## src/hw/rtl/mqs_pkg.sv

```systemverilog
// Shared types and codes of the two-stack maximum queue.
`timescale 1ns / 1ps
`default_nettype none
package mqs_pkg;

   // Operation codes of a request transaction.
   localparam logic FUNC_ENQ = 1'b0;
   localparam logic FUNC_DEQ = 1'b1;

   // Status codes of a response transaction.
   localparam logic [1:0] ST_OK    = 2'd0;
   localparam logic [1:0] ST_FULL  = 2'd1;
   localparam logic [1:0] ST_EMPTY = 2'd2;

   // Request transaction payload.
   typedef struct packed {
      logic               func;
      logic signed [31:0] data_in;
   } req_type;

   // Response transaction payload.
   typedef struct packed {
      logic [1:0]         status;
      logic signed [31:0] data_out;
      logic signed [31:0] max_value;
      logic               max_valid;
   } rsp_type;

   // Commands from the controller to the datapath.
   typedef struct packed {
      logic accept;
      logic push_in;
      logic xfer;
      logic pop_rd;
      logic pop_wb;
      logic set_full;
      logic set_empty;
      logic resp;
   } ctl_cmd_type;

   // Status from the datapath to the controller.
   typedef struct packed {
      logic func;
      logic in_full;
      logic in_empty;
      logic out_empty;
   } dp_stat_type;

endpackage
`default_nettype wire

```

## src/hw/rtl/mqs_ctrl.sv

```systemverilog
// Controller state machine of the maximum queue.
`timescale 1ns / 1ps
`default_nettype none
module mqs_ctrl (
   input  wire logic                 clock,
   input  wire logic                 reset,
   input  wire logic                 start,
   output logic                      busy,
   output logic                      rsp_strobe,
   input  wire mqs_pkg::dp_stat_type stat,
   output mqs_pkg::ctl_cmd_type      cmd
);

   typedef enum logic [5:0] {
      S_IDLE   = 6'b000001,
      S_DECIDE = 6'b000010,
      S_XFER   = 6'b000100,
      S_POP    = 6'b001000,
      S_POP_WB = 6'b010000,
      S_RESP   = 6'b100000
   } state_type;

   state_type state_ff, state_in;
   logic      strobe_ff, strobe_in;

   // Next state and datapath commands.
   always_comb begin
      state_in = state_ff;
      cmd      = '0;
      unique case (state_ff)
         S_IDLE: begin
            if (start) begin
               cmd.accept = 1'b1;
               state_in   = S_DECIDE;
            end
         end
         S_DECIDE: begin
            if (stat.func == mqs_pkg::FUNC_ENQ) begin
               if (stat.in_full) begin
                  cmd.set_full = 1'b1;
               end else begin
                  cmd.push_in = 1'b1;
               end
               state_in = S_RESP;
            end else if (!stat.out_empty) begin
               state_in = S_POP;
            end else if (!stat.in_empty) begin
               state_in = S_XFER;
            end else begin
               cmd.set_empty = 1'b1;
               state_in      = S_RESP;
            end
         end
         S_XFER: begin
            // One inbox read and one outbox write per cycle until the inbox drains.
            cmd.xfer = 1'b1;
            if (stat.in_empty) begin
               state_in = S_POP;
            end
         end
         S_POP: begin
            cmd.pop_rd = 1'b1;
            state_in   = S_POP_WB;
         end
         S_POP_WB: begin
            cmd.pop_wb = 1'b1;
            state_in   = S_RESP;
         end
         S_RESP: begin
            cmd.resp = 1'b1;
            state_in = S_IDLE;
         end
         default: begin
            state_in = S_IDLE;
         end
      endcase
   end

   assign strobe_in  = (state_ff == S_RESP);
   assign busy       = (state_ff != S_IDLE);
   assign rsp_strobe = strobe_ff;

   // State register.
   always_ff @(posedge clock) begin
      if (reset) begin
         state_ff  <= S_IDLE;
         strobe_ff <= 1'b0;
      end else begin
         state_ff  <= state_in;
         strobe_ff <= strobe_in;
      end
   end

   // The response strobe is one cycle long; the controller issues one per accepted transaction.
   a_strobe_single: assert property (@(posedge clock) disable iff (reset)
      rsp_strobe |=> !rsp_strobe)
      else $error("response strobe longer than one cycle");

   // An accepted transaction makes the block busy.
   a_accept_busy: assert property (@(posedge clock) disable iff (reset)
      (start && !busy) |=> busy)
      else $error("accepted transaction did not start work");

   // The strobe follows the response state.
   a_strobe_after_resp: assert property (@(posedge clock) disable iff (reset)
      rsp_strobe |-> $past(state_ff == S_RESP))
      else $error("strobe without a response state");

endmodule
`default_nettype wire
```

## config.mk

```make
export PLATFORM = sky130hd
export DESIGN_NAME = mqs_ctrl
export DESIGN_NICKNAME = d
export VERILOG_FILES = /design/src/hw/rtl/mqs_pkg.sv /design/src/hw/rtl/mqs_ctrl.sv
export SDC_FILE = /design/constraint.sdc
export NUM_CORES = 1
export LEC_CHECK = 0
export CORE_AREA = 2 2 39 41
export DETAILED_ROUTE_END_ITERATION = 10
export DIE_AREA = 0 0 41 43
export DONT_BUFFER_PORTS = 1
export PLACE_DENSITY_LB_ADDON = 0.2
export SYNTH_ARGS = -nofsm -noshare
export SYNTH_HDL_FRONTEND = slang
export SYNTH_SLANG_ARGS = --single-unit
```

## constraint.sdc

```tcl
create_clock -name clock -period 1.25 [get_ports clock]
set_input_delay 0.125 -clock clock [delete_from_list [all_inputs] [get_ports clock]]
set_output_delay 0.125 -clock clock [all_outputs]
set_load 0.05 [all_outputs]
```

==> impl_results.md <==
- Result of the run: complete, but fails checks
- Violations in the final reports: setup timing
- Total CTS buffers: 3
- Layout Skew: 2.59 ps
- Arrival time worst endpoint: around 1400 ps
- Unrepaired setup endpoints after global routing: true
- Netlist cell types: 25
- Total half-perimeter wirelength after legalization and detailed placement: ~850 um
- Worst setup slack for register-to-register paths: -130 ps
- Worst reg-to-reg path cell count: 6
- Worst-Skew Late Latency: 240 ps
- Cells after Synth: 47
- Pwr/cell area: about 770 nW/um^2
- Routed wire length per instance: 13.9 um
- Final Max Slew Viols: 0
- Relative slew margins: 0.683
- Ordered list of cells on the worst path: nor4_4 > nand2_2 > buf_4 > nor2_4 > buf_12
- Layout cells sized above 1: 0.718
- Start point of the worst hold path: reset
- Placement row count: 14
- Antenna violations before repair: 0
- Final-report setup violation count: 14
- R2r startpoint: state_ff[4]
- Area delta synth->final: 112%
- Category of the critical setup timing path: register to output port
- Startpoint Class: register
- Post-Place Cells: between 70 and 80
- Bufs on Longest Clock Path: 2
- Worst hold endpoint: state_ff[3]
- Crit path buf inv count: 2
- ANT nets after route: 0
- Global-route wire length before repair: about 2.1 mm
- Leakage: 0.000371 uW
- Fillers: 96
- Sequential cell area fraction in the yosys report: 0.331
- Drt initial violations: 4
- Maximum net fanout on the critical path: 3
- Clock period minus final worst setup slack: between 1500 and 2000 ps
- CP Capture Type: output port
- Cell at the root of the clock tree: sky130_fd_sc_hd__clkbuf_4
- Final Non-Filler Cells: between 90 and 100
- DR pass1 iterations: 2
- Hold path depth: 2
- Post-synthesis cell area: between 400 and 500 um^2
- Width of the die: ~41 um
- Last weighted congestion value of the routability-driven placer: between 0.8 and 0.9
- Final WL: between 1 and 1.5 mm
- Placeable core area: approximately 1400 um^2
- Endpoint of the most critical register-to-register path: state_ff[2]
- Total number of vias: just under 500
- Top Family by Delay on Critical Path: simple AND/OR/NAND/NOR gates
- Max stage delay on crit path: about 330 ps
- Number of nets in the layout: 86
- Avg Vias per Cell: between 5 and 6
- Mean Syn Cell Area: 9.00 um^2
- Transition time at the pin with the least slew margin: 474 ps
- Total Die Area: around 1800 um^2
- Minimum setup slack in the final design: -295 ps
- Pin count of the biggest net entering global routing: 7
- Vert. Die Dim: 43 um
- H-Tree Depth: 1
- TritonCTS clock tree: yes
- HP Class: input pin to register
- Pwr Total: approximately 690 uW
- Number of sinks handled by clock tree synthesis: 7
- Area occupied by registers: about 150 um^2
- Number of antenna repair diodes: 0
- Count of yosys warnings during synthesis: 0
- Final worst-path cycle share: 1.24
- Top-level I/O count: 17
- Count of buffers inserted at the top-level ports: 0
- DRC errors left: 0
- Total of flip-flops plus latches after synthesis: 7
- Final-layout setup total negative slack: -2530 ps
- Global route total overflow: 0
- IR Drop Worst-Case VDD: between 0.0007 and 0.0008 V
- Global-route usage over all layers: 0.174
- Required time at the worst-slack endpoint: 1120 ps
- Initial Utilization: 0.306
- Clock slew at reported path FFs: ~50 ps
- Max-cap viol count: 0
- Final hold vios: 0
- Maximum clock rate: roughly 650 MHz
- Synth Net Count: 54
- Multi-input gate area: 377 um^2
- Cell type of the slowest stage on the worst timing path: sky130_fd_sc_hd__dfxtp_2
- Vias in the first global route: about 480
-- through the flow --
stage	cell area, um^2	hold slack [ps]	setup WS, ps	utilization
detailed placement	687	192	-140	0.496
floorplan	472	190	-234	-
finish	896	61.2	-295	0.647
global placement	687	191	-94.3	0.496
CTS	873	48.8	-327	0.631
global route	896	49.5	-387	0.647
-- what timing repair did --
action / in CTS / in global routing
endpoints found under the hold margin: 3 / 0
setup endpoints to repair: 14 / 14
gates cloned: 0 / 0
hold buffers: 2 / 0
setup buffers: 7 / 2
resized for setup: 22 / 2
pin swaps: 15 / 4
-- final cells by class --
type,instances,share of cell area
flip-flops and latches,7,0.162
repair buffers,28,0.353
well taps,16,0.0223
inverters,2,0.0126
clock buffers,4,0.0293
multi-input cells,37,0.420
-- sequential cells by signal, indices dropped and copies added, names as in the netlist --
signal and count:
rsp_strobe 1, state_ff 6
-- where the power goes --
group	switching [uW]	leakage (uW)	internal, uW
registers	12.5	0.0000582	232
logic	119	0.000298	128
clock network	78.9	0.0000150	122
total	210	0.000371	482
-- worst reg2reg max path: stages, from the launching register on --
cell                       delay (ps)
sky130_fd_sc_hd__dfxtp_2          330
sky130_fd_sc_hd__nor4_4           300
sky130_fd_sc_hd__buf_4            190
sky130_fd_sc_hd__buf_6            100
sky130_fd_sc_hd__buf_6             80
sky130_fd_sc_hd__nand4_1           90
sky130_fd_sc_hd__a211oi_2         210
-- cell families (layout without fill, tap and decap cells) --
group | count (synthesis) | count (layout) | share of synthesized area
compound gates | 9 | 9 | 0.192
buf+inv | 3 | 34 | 0.0355
flops | 7 | 7 | 0.331
simple gates | 28 | 28 | 0.441
-- cells in the mapped netlist (all sizes together) --
library cell | n | area share
and2 | 2 | 0.030
a211o | 1 | 0.021
nor4 | 2 | 0.080
dfxtp | 7 | 0.33
nor3 | 5 | 0.059
nor2b | 4 | 0.059
nand2 | 2 | 0.018
buf | 1 | 0.018
and3b | 1 | 0.021
nor3b | 2 | 0.047
o21ai | 2 | 0.024
and3 | 1 | 0.015
and2b | 1 | 0.018
a21bo | 1 | 0.024
o311ai | 1 | 0.021
inv | 2 | 0.018
a41o | 1 | 0.024
nand4b | 1 | 0.021
nand3 | 2 | 0.024
nor2 | 4 | 0.035
a211oi | 2 | 0.059
a32oi | 1 | 0.021
nand4 | 1 | 0.015
-- worst max path at each step --
stage	from	end	slack (ps)	cells past startpoint
after floorplan	state_ff[5]	cmd[2]	-230	3
after global placement	state_ff[4]	cmd[2]	-90	4
after detailed placement	state_ff[4]	cmd[2]	-140	4
after CTS	state_ff[4]	cmd[2]	-330	4
after global routing	state_ff[4]	cmd[2]	-390	4
final	state_ff[4]	cmd[1]	-300	5
-- per-layer routing --
metal / up-vias / GRT usage / part of all wire
li1: 240 / - / -
met1: 229 / 0.195 / 0.39
met2: 12 / 0.303 / 0.57
met3: 0 / 0.0524 / 0.045
met4: 0 / 0.0400 / 0
met5: - / 0 / 0
-- placed cells by master (no fill, tap or decap), drive strengths merged, types with 4 or more instances in the layout --
cell type	instances
nor3	5
buf	26
clkbuf	4
dfxtp	7
nor2b	4
nor2	4
No activity file was read; power rests on OpenSTA's default activity.
